`src/i2cbe_pkg.sv`:
```
package i2cbe_pkg;

   localparam int unsigned TICK_W     = 16;
   localparam int unsigned PHASE_W    = 5;
   localparam int unsigned CSR_ADDR_W = 3;
   localparam int unsigned CSR_DATA_W = 32;

   localparam logic [TICK_W-1:0] PHASE_TICKS_RESET = 16'd100;

   // write and read bytes: 16 data phases, then two ACK phases
   localparam logic [PHASE_W-1:0] DATA_PHASES = 5'd16;
   localparam logic [PHASE_W-1:0] ACK_HI_PHASE = 5'd17;
   localparam logic [PHASE_W-1:0] LAST_BIT_PHASE = 5'd15;

   // register index, taken from the word address
   localparam logic REG_PHASE_TICKS = 1'b0;

   typedef enum logic [2:0] {
      ACT_TICK   = 3'd0,
      ACT_START  = 3'd1,
      ACT_RSTART = 3'd2,
      ACT_STOP   = 3'd3,
      ACT_WRITE  = 3'd4,
      ACT_READ   = 3'd5
   } cmd_type;

   typedef struct packed {
      logic [2:0] action;
      logic [7:0] tx_byte;
      logic       ack_to_send;
      logic       sda_in;
   } req_type;

   typedef struct packed {
      logic       scl;
      logic       sda_out;
      logic       sda_oe;
      logic       busy_res;
      logic       done_res;
      logic [7:0] rx_byte;
      logic       ack_received;
      logic       rejected;
   } rsp_type;

   // classified word handed from the front to the back
   typedef struct packed {
      cmd_type    cmd;
      logic [7:0] tx_byte;
      logic       ack_to_send;
      logic       sda_in;
   } item_type;

   function automatic logic [PHASE_W-1:0] phase_count(cmd_type c);
      logic [PHASE_W-1:0] n;
      unique case (c)
         ACT_START:  n = 5'd2;
         ACT_RSTART: n = 5'd5;
         ACT_STOP:   n = 5'd3;
         ACT_WRITE:  n = 5'd18;
         ACT_READ:   n = 5'd18;
         default:    n = 5'd1;
      endcase
      return n;
   endfunction

endpackage

```
`src/i2cbe_front.sv`:
```
module i2cbe_front (
   input  logic               clock,
   input  logic               reset,
   input  logic               req_valid,
   output logic               req_ready,
   input  i2cbe_pkg::req_type req_data,
   output logic               q_valid,
   input  logic               q_ready,
   output i2cbe_pkg::item_type q_item
);
   import i2cbe_pkg::*;

   item_type   slot_ff [2];
   item_type   slot_in;
   logic       wr_ptr_ff, wr_ptr_in;
   logic       rd_ptr_ff, rd_ptr_in;
   logic [1:0] count_ff, count_in;
   logic       push, pop;
   cmd_type    cmd_dec;

   // undefined action codes count as a plain tick
   always_comb begin
      unique case (req_data.action)
         3'd1:    cmd_dec = ACT_START;
         3'd2:    cmd_dec = ACT_RSTART;
         3'd3:    cmd_dec = ACT_STOP;
         3'd4:    cmd_dec = ACT_WRITE;
         3'd5:    cmd_dec = ACT_READ;
         default: cmd_dec = ACT_TICK;
      endcase
   end

   assign slot_in = '{cmd: cmd_dec, tx_byte: req_data.tx_byte,
                      ack_to_send: req_data.ack_to_send, sda_in: req_data.sda_in};

   assign req_ready = (count_ff != 2'd2);
   assign q_valid   = (count_ff != 2'd0);
   assign q_item    = slot_ff[rd_ptr_ff];
   assign push      = req_valid && req_ready;
   assign pop       = q_valid && q_ready;

   always_comb begin
      wr_ptr_in = push ? ~wr_ptr_ff : wr_ptr_ff;
      rd_ptr_in = pop ? ~rd_ptr_ff : rd_ptr_ff;
      count_in  = count_ff + {1'b0, push} - {1'b0, pop};
   end

   always_ff @(posedge clock) begin
      if (reset) begin
         wr_ptr_ff <= 1'b0;
         rd_ptr_ff <= 1'b0;
         count_ff  <= 2'd0;
      end else begin
         wr_ptr_ff <= wr_ptr_in;
         rd_ptr_ff <= rd_ptr_in;
         count_ff  <= count_in;
      end
   end

   always_ff @(posedge clock) begin
      if (push) begin
         slot_ff[wr_ptr_ff] <= slot_in;
      end
   end

endmodule

```
`src/i2cbe_back.sv`:
```
module i2cbe_back (
   input  logic                           clock,
   input  logic                           reset,
   input  logic [i2cbe_pkg::TICK_W-1:0]   phase_ticks,
   input  logic                           q_valid,
   output logic                           q_ready,
   input  i2cbe_pkg::item_type            q_item,
   output logic                           rsp_valid,
   input  logic                           rsp_ready,
   output i2cbe_pkg::rsp_type             rsp_data
);
   import i2cbe_pkg::*;

   cmd_type            active_ff, active_in;
   logic [PHASE_W-1:0] phase_ff, phase_in;
   logic [TICK_W-1:0]  tick_ff, tick_in;
   logic [7:0]         shift_ff, shift_in;
   logic               ack_latch_ff, ack_latch_in;
   logic               send_ack_ff, send_ack_in;
   logic               scl_ff, scl_in;
   logic               sda_ff, sda_in;
   logic               oe_ff, oe_in;
   logic [7:0]         rx_hold_ff, rx_hold_in;
   logic               rsp_valid_ff, rsp_valid_in;
   rsp_type            rsp_ff, rsp_in;

   logic               step, begin_cmd, rej;
   cmd_type            cmd_eff;
   logic [PHASE_W-1:0] ph, ph_inc;
   logic [TICK_W-1:0]  tick_eff, pt;
   logic [7:0]         shift_eff;
   logic               send_ack_eff;
   logic               last_tick, done;

   assign q_ready = !rsp_valid_ff || rsp_ready;
   assign step    = q_valid && q_ready;

   // a command is taken only while idle, and this tick is its first
   always_comb begin
      begin_cmd    = (active_ff == ACT_TICK) && (q_item.cmd != ACT_TICK);
      rej          = (active_ff != ACT_TICK) && (q_item.cmd != ACT_TICK);
      cmd_eff      = begin_cmd ? q_item.cmd : active_ff;
      ph           = begin_cmd ? '0 : phase_ff;
      tick_eff     = begin_cmd ? '0 : tick_ff;
      send_ack_eff = (begin_cmd && q_item.cmd == ACT_READ) ? q_item.ack_to_send
                                                           : send_ack_ff;
      if (begin_cmd && q_item.cmd == ACT_WRITE) begin
         shift_eff = q_item.tx_byte;
      end else if (begin_cmd && q_item.cmd == ACT_READ) begin
         shift_eff = '0;
      end else begin
         shift_eff = shift_ff;
      end
      pt        = (phase_ticks == '0) ? {{(TICK_W-1){1'b0}}, 1'b1} : phase_ticks;
      last_tick = ({1'b0, tick_eff} + {{TICK_W{1'b0}}, 1'b1}) >= {1'b0, pt};
      ph_inc    = ph + 5'd1;
   end

   // next state: phase sequencing and end-of-phase actions
   always_comb begin
      active_in    = cmd_eff;
      phase_in     = ph;
      tick_in      = tick_eff;
      shift_in     = shift_eff;
      ack_latch_in = ack_latch_ff;
      rx_hold_in   = rx_hold_ff;
      done         = 1'b0;
      if (cmd_eff != ACT_TICK) begin
         if (last_tick) begin
            tick_in  = '0;
            phase_in = ph_inc;
            if (ph < DATA_PHASES && ph[0]) begin
               if (cmd_eff == ACT_WRITE) begin
                  shift_in = {shift_eff[6:0], 1'b0};
               end else if (cmd_eff == ACT_READ) begin
                  shift_in = {shift_eff[6:0], q_item.sda_in};
                  if (ph == LAST_BIT_PHASE) begin
                     rx_hold_in = {shift_eff[6:0], q_item.sda_in};
                  end
               end
            end else if (ph == ACK_HI_PHASE && cmd_eff == ACT_WRITE) begin
               ack_latch_in = q_item.sda_in;
            end
            if (ph_inc >= phase_count(cmd_eff)) begin
               active_in = ACT_TICK;
               phase_in  = '0;
               done      = 1'b1;
            end
         end else begin
            tick_in = tick_eff + {{(TICK_W-1){1'b0}}, 1'b1};
         end
      end
   end

   // line levels for the current phase; idle keeps them
   always_comb begin
      scl_in = scl_ff;
      sda_in = sda_ff;
      oe_in  = oe_ff;
      unique case (cmd_eff)
         ACT_START: begin
            scl_in = (ph == '0);
            sda_in = 1'b0;
            oe_in  = 1'b1;
         end
         ACT_RSTART: begin
            priority if (ph == 5'd0) begin
               scl_in = 1'b0;
            end else if (ph == 5'd1) begin
               scl_in = 1'b0; sda_in = 1'b1; oe_in = 1'b1;
            end else if (ph == 5'd2) begin
               scl_in = 1'b1; sda_in = 1'b1; oe_in = 1'b1;
            end else if (ph == 5'd3) begin
               scl_in = 1'b1; sda_in = 1'b0; oe_in = 1'b1;
            end else begin
               scl_in = 1'b0; sda_in = 1'b0; oe_in = 1'b1;
            end
         end
         ACT_STOP: begin
            priority if (ph == 5'd0) begin
               scl_in = 1'b0;
            end else if (ph == 5'd1) begin
               scl_in = 1'b1; sda_in = 1'b0; oe_in = 1'b1;
            end else begin
               scl_in = 1'b1; sda_in = 1'b1; oe_in = 1'b1;
            end
         end
         ACT_WRITE: begin
            scl_in = ph[0];
            if (ph < DATA_PHASES) begin
               sda_in = shift_eff[7];
               oe_in  = 1'b1;
            end else begin
               oe_in = 1'b0;
            end
         end
         ACT_READ: begin
            scl_in = ph[0];
            if (ph < DATA_PHASES) begin
               oe_in = 1'b0;
            end else begin
               sda_in = send_ack_eff;
               oe_in  = 1'b1;
            end
         end
         default: begin
            scl_in = scl_ff;
         end
      endcase
   end

   always_comb begin
      rsp_in = '{scl: scl_in, sda_out: oe_in & sda_in, sda_oe: oe_in,
                 busy_res: (active_in != ACT_TICK), done_res: done,
                 rx_byte: rx_hold_in, ack_received: ack_latch_in, rejected: rej};
      if (step) begin
         rsp_valid_in = 1'b1;
      end else if (rsp_ready) begin
         rsp_valid_in = 1'b0;
      end else begin
         rsp_valid_in = rsp_valid_ff;
      end
   end

   always_ff @(posedge clock) begin
      if (reset) begin
         active_ff    <= ACT_TICK;
         phase_ff     <= '0;
         tick_ff      <= '0;
         shift_ff     <= '0;
         ack_latch_ff <= 1'b0;
         send_ack_ff  <= 1'b0;
         scl_ff       <= 1'b1;
         sda_ff       <= 1'b1;
         oe_ff        <= 1'b0;
         rx_hold_ff   <= '0;
         rsp_valid_ff <= 1'b0;
      end else begin
         rsp_valid_ff <= rsp_valid_in;
         if (step) begin
            active_ff    <= active_in;
            phase_ff     <= phase_in;
            tick_ff      <= tick_in;
            shift_ff     <= shift_in;
            ack_latch_ff <= ack_latch_in;
            send_ack_ff  <= send_ack_eff;
            scl_ff       <= scl_in;
            sda_ff       <= sda_in;
            oe_ff        <= oe_in;
            rx_hold_ff   <= rx_hold_in;
         end
      end
   end

   always_ff @(posedge clock) begin
      if (step) begin
         rsp_ff <= rsp_in;
      end
   end

   assign rsp_valid = rsp_valid_ff;
   assign rsp_data  = rsp_ff;

endmodule

```
`src/i2c_master_bit_engine_core.sv`:
```
// Tick-driven I2C master bit engine.
// Each word on the req channel is one timebase tick: it carries the sampled
// SDA level and may start a command (start, repeated start, stop, write byte,
// read byte). Every tick yields exactly one word on the rsp channel with the
// SCL/SDA levels to drive, busy/done flags, the last received byte, the last
// slave ACK and a flag for commands dropped because the engine was busy.
// Each SCL/SDA phase lasts phase_ticks ticks, set through the APB register at
// byte address 0 (reset value 100, zero acts as one); write it only while idle.
// A two-entry queue parts the request side from the sequencer, and a result
// register parts the sequencer from the rsp side. An accepted tick is held in
// a queue entry, then in the result register, before rsp_valid rises. One tick
// per cycle passes while the receiver does not stall; the sequencer step
// updates the phase state every tick. When the receiver stalls, the result
// register holds and the queue fills; req_ready falls once both queue entries
// are taken, no tick is ever lost. Reset empties the queue and the result
// register, leaves the engine idle with SCL and SDA high and SDA released.
module i2c_master_bit_engine_core (
   input  logic                                 clock,
   input  logic                                 reset,
   input  logic                                 req_valid,
   output logic                                 req_ready,
   input  i2cbe_pkg::req_type                   req_data,
   output logic                                 rsp_valid,
   input  logic                                 rsp_ready,
   output i2cbe_pkg::rsp_type                   rsp_data,
   input  logic                                 psel,
   input  logic                                 penable,
   input  logic                                 pwrite,
   input  logic [i2cbe_pkg::CSR_ADDR_W-1:0]     paddr,
   input  logic [i2cbe_pkg::CSR_DATA_W-1:0]     pwdata,
   output logic [i2cbe_pkg::CSR_DATA_W-1:0]     prdata,
   output logic                                 pready
);
   import i2cbe_pkg::*;

   logic [TICK_W-1:0] phase_ticks_ff, phase_ticks_in;
   logic              csr_wr;
   logic              q_valid, q_ready;
   item_type          q_item;

   assign pready = 1'b1;
   assign csr_wr = psel && penable && pwrite && pready;

   always_comb begin
      phase_ticks_in = phase_ticks_ff;
      if (csr_wr && paddr[2] == REG_PHASE_TICKS) begin
         phase_ticks_in = pwdata[TICK_W-1:0];
      end
      if (paddr[2] == REG_PHASE_TICKS) begin
         prdata = {{(CSR_DATA_W-TICK_W){1'b0}}, phase_ticks_ff};
      end else begin
         prdata = '0;
      end
   end

   always_ff @(posedge clock) begin
      if (reset) begin
         phase_ticks_ff <= PHASE_TICKS_RESET;
      end else begin
         phase_ticks_ff <= phase_ticks_in;
      end
   end

   i2cbe_front u_front (
      .clock     (clock),
      .reset     (reset),
      .req_valid (req_valid),
      .req_ready (req_ready),
      .req_data  (req_data),
      .q_valid   (q_valid),
      .q_ready   (q_ready),
      .q_item    (q_item)
   );

   i2cbe_back u_back (
      .clock       (clock),
      .reset       (reset),
      .phase_ticks (phase_ticks_ff),
      .q_valid     (q_valid),
      .q_ready     (q_ready),
      .q_item      (q_item),
      .rsp_valid   (rsp_valid),
      .rsp_ready   (rsp_ready),
      .rsp_data    (rsp_data)
   );

   a_done_not_busy: assert property (@(posedge clock) disable iff (reset)
      rsp_valid && rsp_data.done_res |-> !rsp_data.busy_res)
      else $error("done reported while still busy");

   a_released_sda_low: assert property (@(posedge clock) disable iff (reset)
      rsp_valid && !rsp_data.sda_oe |-> !rsp_data.sda_out)
      else $error("sda_out high while SDA released");

   a_step_gives_word: assert property (@(posedge clock) disable iff (reset)
      q_valid && q_ready |=> rsp_valid)
      else $error("sequencer step produced no result word");

   a_reset_empty: assert property (@(posedge clock)
      reset |=> !rsp_valid && req_ready)
      else $error("channels not empty after reset");

endmodule
```
`config.mk`:
```
export PLATFORM = sky130hd
export DESIGN_NAME = i2c_master_bit_engine_core
export DESIGN_NICKNAME = d
export VERILOG_FILES = /design/src/i2cbe_pkg.sv /design/src/i2cbe_front.sv /design/src/i2cbe_back.sv /design/src/i2c_master_bit_engine_core.sv
export SDC_FILE = /design/constraint.sdc
export NUM_CORES = 1
export LEC_CHECK = 0
export ABC_AREA = 1
export BUFFER_PORTS_ARGS = -buffer_cell sky130_fd_sc_hd__buf_4
export CORE_MARGIN = 5
export CORE_UTILIZATION = 55
export CTS_CLUSTER_DIAMETER = 60
export DETAILED_ROUTE_END_ITERATION = 16
export GPL_TIMING_DRIVEN = 0
export HOLD_SLACK_MARGIN = 0.02
export PLACE_DENSITY_LB_ADDON = 0.2
export REMOVE_ABC_BUFFERS = 1
export SLEW_MARGIN = 10
export SYNTH_ARGS = -nofsm -noshare
export SYNTH_HDL_FRONTEND = slang
export SYNTH_SLANG_ARGS = --single-unit
```
`constraint.sdc`:
```
create_clock -name clock -period 4.55 [get_ports clock]
set_clock_uncertainty 0.15 [all_clocks]
set_input_delay 0.455 -clock clock [delete_from_list [all_inputs] [get_ports clock]]
set_output_delay 0.455 -clock clock [all_outputs]
set_load 0.005 [all_outputs]
```
==> flow_summary.json <==
{
  "io_buffers": 69,
  "yosysTopAreaCell": "dfxtp_1",
  "path_class": "reg2reg",
  "ys.flop_type": "dfxtp_1",
  "clockBufferDepth": 2,
  "fin_crit_sh": 0.926,
  "synth.avg_cell_area_um2": 7.01,
  "routed_via_density": 5.22,
  "slew_violations": 0,
  "final_common_cell": "nand2_1",
  "seq_area_frac_synth": 0.377,
  "synth_cell_types": 43,
  "p_leak_nw": 3.71,
  "mostFrequentLayoutCells": "nand2_1, inv_1, a21oi_1",
  "whs_ns": 0.125,
  "dp_hpwl_mm": 10.5,
  "fmax_mhz": 237,
  "max-cap-violations": 0,
  "critPathArrivalTime_ns": 4.35,
  "placementRows": 40,
  "yosysWarnings": 0,
  "irDropWorstVdd_uv": 341,
  "num_vias": 6243,
  "setup_viol": 0,
  "firstDrtPassIters": 5,
  "grt_max_degree": 47,
  "synth_cells": 975,
  "die_h_um": 121,
  "period_needed_ns": 4.21,
  "slew_headroom": 0.206,
  "fillers": 1089,
  "start_util": 0.564,
  "rr_worst_depth": 22,
  "finalWorstSetupSlack_ns": 0.335,
  "cts_max_level": 3,
  "gp_congestion": 0.880,
  "drc": 0,
  "area_growth_pct": 13.6,
  "critPathLaunchType": "flip-flop",
  "async_flop_share": 0,
  "pre_cts_ws_ns": -0.499,
  "clkSinkCount": 108,
  "min_path_type": "in2reg",
  "synth_top_cell_area_share": 0.196,
  "antenna_found_initial": 0,
  "synthTopCellsByArea": "dfxtp_1, edfxtp_1, nand2_1, a21oi_1, inv_1",
  "grt_usage": 0.220,
  "netlist_area_um2": 6830,
  "cts_tree": "built",
  "fp.coreArea_um2": 12100,
  "post_drt_wl_per_cell_um": 13.0,
  "status": "completed",
  "ios": 105,
  "rsz0062_at_grt": "no",
  "grt_pass1_vias": 5878,
  "final_nets": 1107,
  "worst_setup_path_end_kind": "flip-flop",
  "detail-route-antenna-nets": 0,
  "drt_wl_total_mm": 15.5,
  "clock_latency_ns": 0.36,
  "hold_viol_final": 0,
  "final_layout_size_suffix_gt1_frac": 0.136,
  "overflow": 0,
  "clk_pin_slew_worst_paths_ns": 0.07,
  "synth_edf_count": 41,
  "dr.first_iter.drc_count": 385,
  "whs_path_depth": 1,
  "grt_pass1_wl_mm": 26.6,
  "cts-root-buf": "clkbuf_16",
  "crit_required_ns": 4.68,
  "worst_pin_slew_ns": 1.19,
  "p_per_area_nw_per_um2": 764,
  "diodes": 0,
  "holdBufCountCts": 0,
  "dieArea_um2": 14800,
  "die_x_um": 121,
  "cts_made_buffers": 9,
  "synth-seq-cells": 108,
  "crit_fanout": 17
}
## final cells by class
class / count / area [µm²] / share of cell area
Timing Repair Buffer: 77 / 616 / 0.0793
Clock inverter: 5 / 62.6 / 0.00806
Multi-Input combinational cell: 715 / 3640 / 0.469
Inverter: 113 / 429 / 0.0553
Sequential cell: 108 / 2580 / 0.332
Clock buffer: 10 / 229 / 0.0295
Tap cell: 168 / 210 / 0.0271
## layer usage
metal	global-route usage	routed length (µm)	vias up
li1	-	-	3231
met1	0.270	6870	2849
met2	0.382	7550	146
met3	0.0527	877	17
met4	0.0665	221	0
met5	0	0	-
## Yosys cell counts (9+ instances only)
library cell / number
a21oi_1: 79
buf_4: 22
clkbuf_1: 22
dfxtp_1: 67
edfxtp_1: 41
ha_1: 28
inv_1: 103
nand2_1: 304
nand2_2: 9
nand3_1: 61
nand4_1: 15
nor2_1: 66
o21ai_0: 67
xor2_1: 13
## sequential cells by signal (all words and copies together) (netlist names), 2 cells and up, named ones only
signal,count
u_back.active_ff,3
u_back.shift_ff,8
phase_ticks_ff,16
u_back.rx_hold_ff,8
u_front.slot_ff,26
u_back.tick_ff,16
u_back.rsp_data,15
u_front.count_ff,2
u_back.phase_ff,5
## cell families after synthesis
family,after synthesis,synth area share
adder cells (fa/ha/maj),28,0.0513
AO/OA/AOI/OAI,172,0.136
other,2,0.00110
AND/OR/NAND/NOR,483,0.308
flip-flops,108,0.377
buffers and inverters,168,0.110
XOR/XNOR,14,0.0179
## stage by stage
| step | instance area, µm² | setup TNS (ns) | power [mW] | util | cells |
|---|---|---|---|---|---|
| after floorplan | 6570 | 0 | 3.92 | - | 935 |
| after global placement | 7300 | -114.01 | 4.78 | 0.602 | 1172 |
| after detailed placement | 7350 | -19.55 | 4.85 | 0.607 | 1174 |
| after CTS | 7710 | 0 | 5.84 | 0.637 | 1193 |
| after global routing | 7760 | 0 | 6.49 | 0.641 | 1196 |
| final | 7760 | 0 | 5.93 | 0.641 | 1196 |
## critical path, stage by stage (launching register included)
cell and delay, ns:
dfxtp_4 0.42, inv_4 0.16, nand2_1 0.09, nand2_2 0.12, nand3_4 0.12, nand2_8 0.17
inv_4 0.11, nor2_4 0.14, ha_1 0.22, nand3_2 0.14, nor2_4 0.18, nand4_1 0.11
xor2_1 0.29, ha_1 0.30, nand2_1 0.10, nor2_1 0.06, a41oi_2 0.44, a21boi_4 0.28
buf_12 0.16, nand3_1 0.07, nand2_1 0.08, nand2_1 0.05, a21oi_1 0.13
## worst paths after layout
kind	from	end	slack [ns]
worst max-delay path	flip-flop	u_back.shift_ff[2]	0.34
worst min-delay path	req_data[1]	u_front.slot_ff[0][1]	0.13
worst max register to register	flip-flop	u_back.shift_ff[2]	0.34
worst min register to register	u_front.rd_ptr_ff	flip-flop	0.30
## power breakdown
group	switching (mW)	internal [mW]
Sequential	0.165	1.37
Clock	0.361	0.427
Combinational	2.41	1.19
## what timing repair did
item,in CTS,in global routing
resized for setup,5,5
cloned,1,0
endpoints found under the setup margin,52,52
setup buffers,3,3
pin swaps,1,2
No activity file was read; power rests on OpenSTA's default activity.
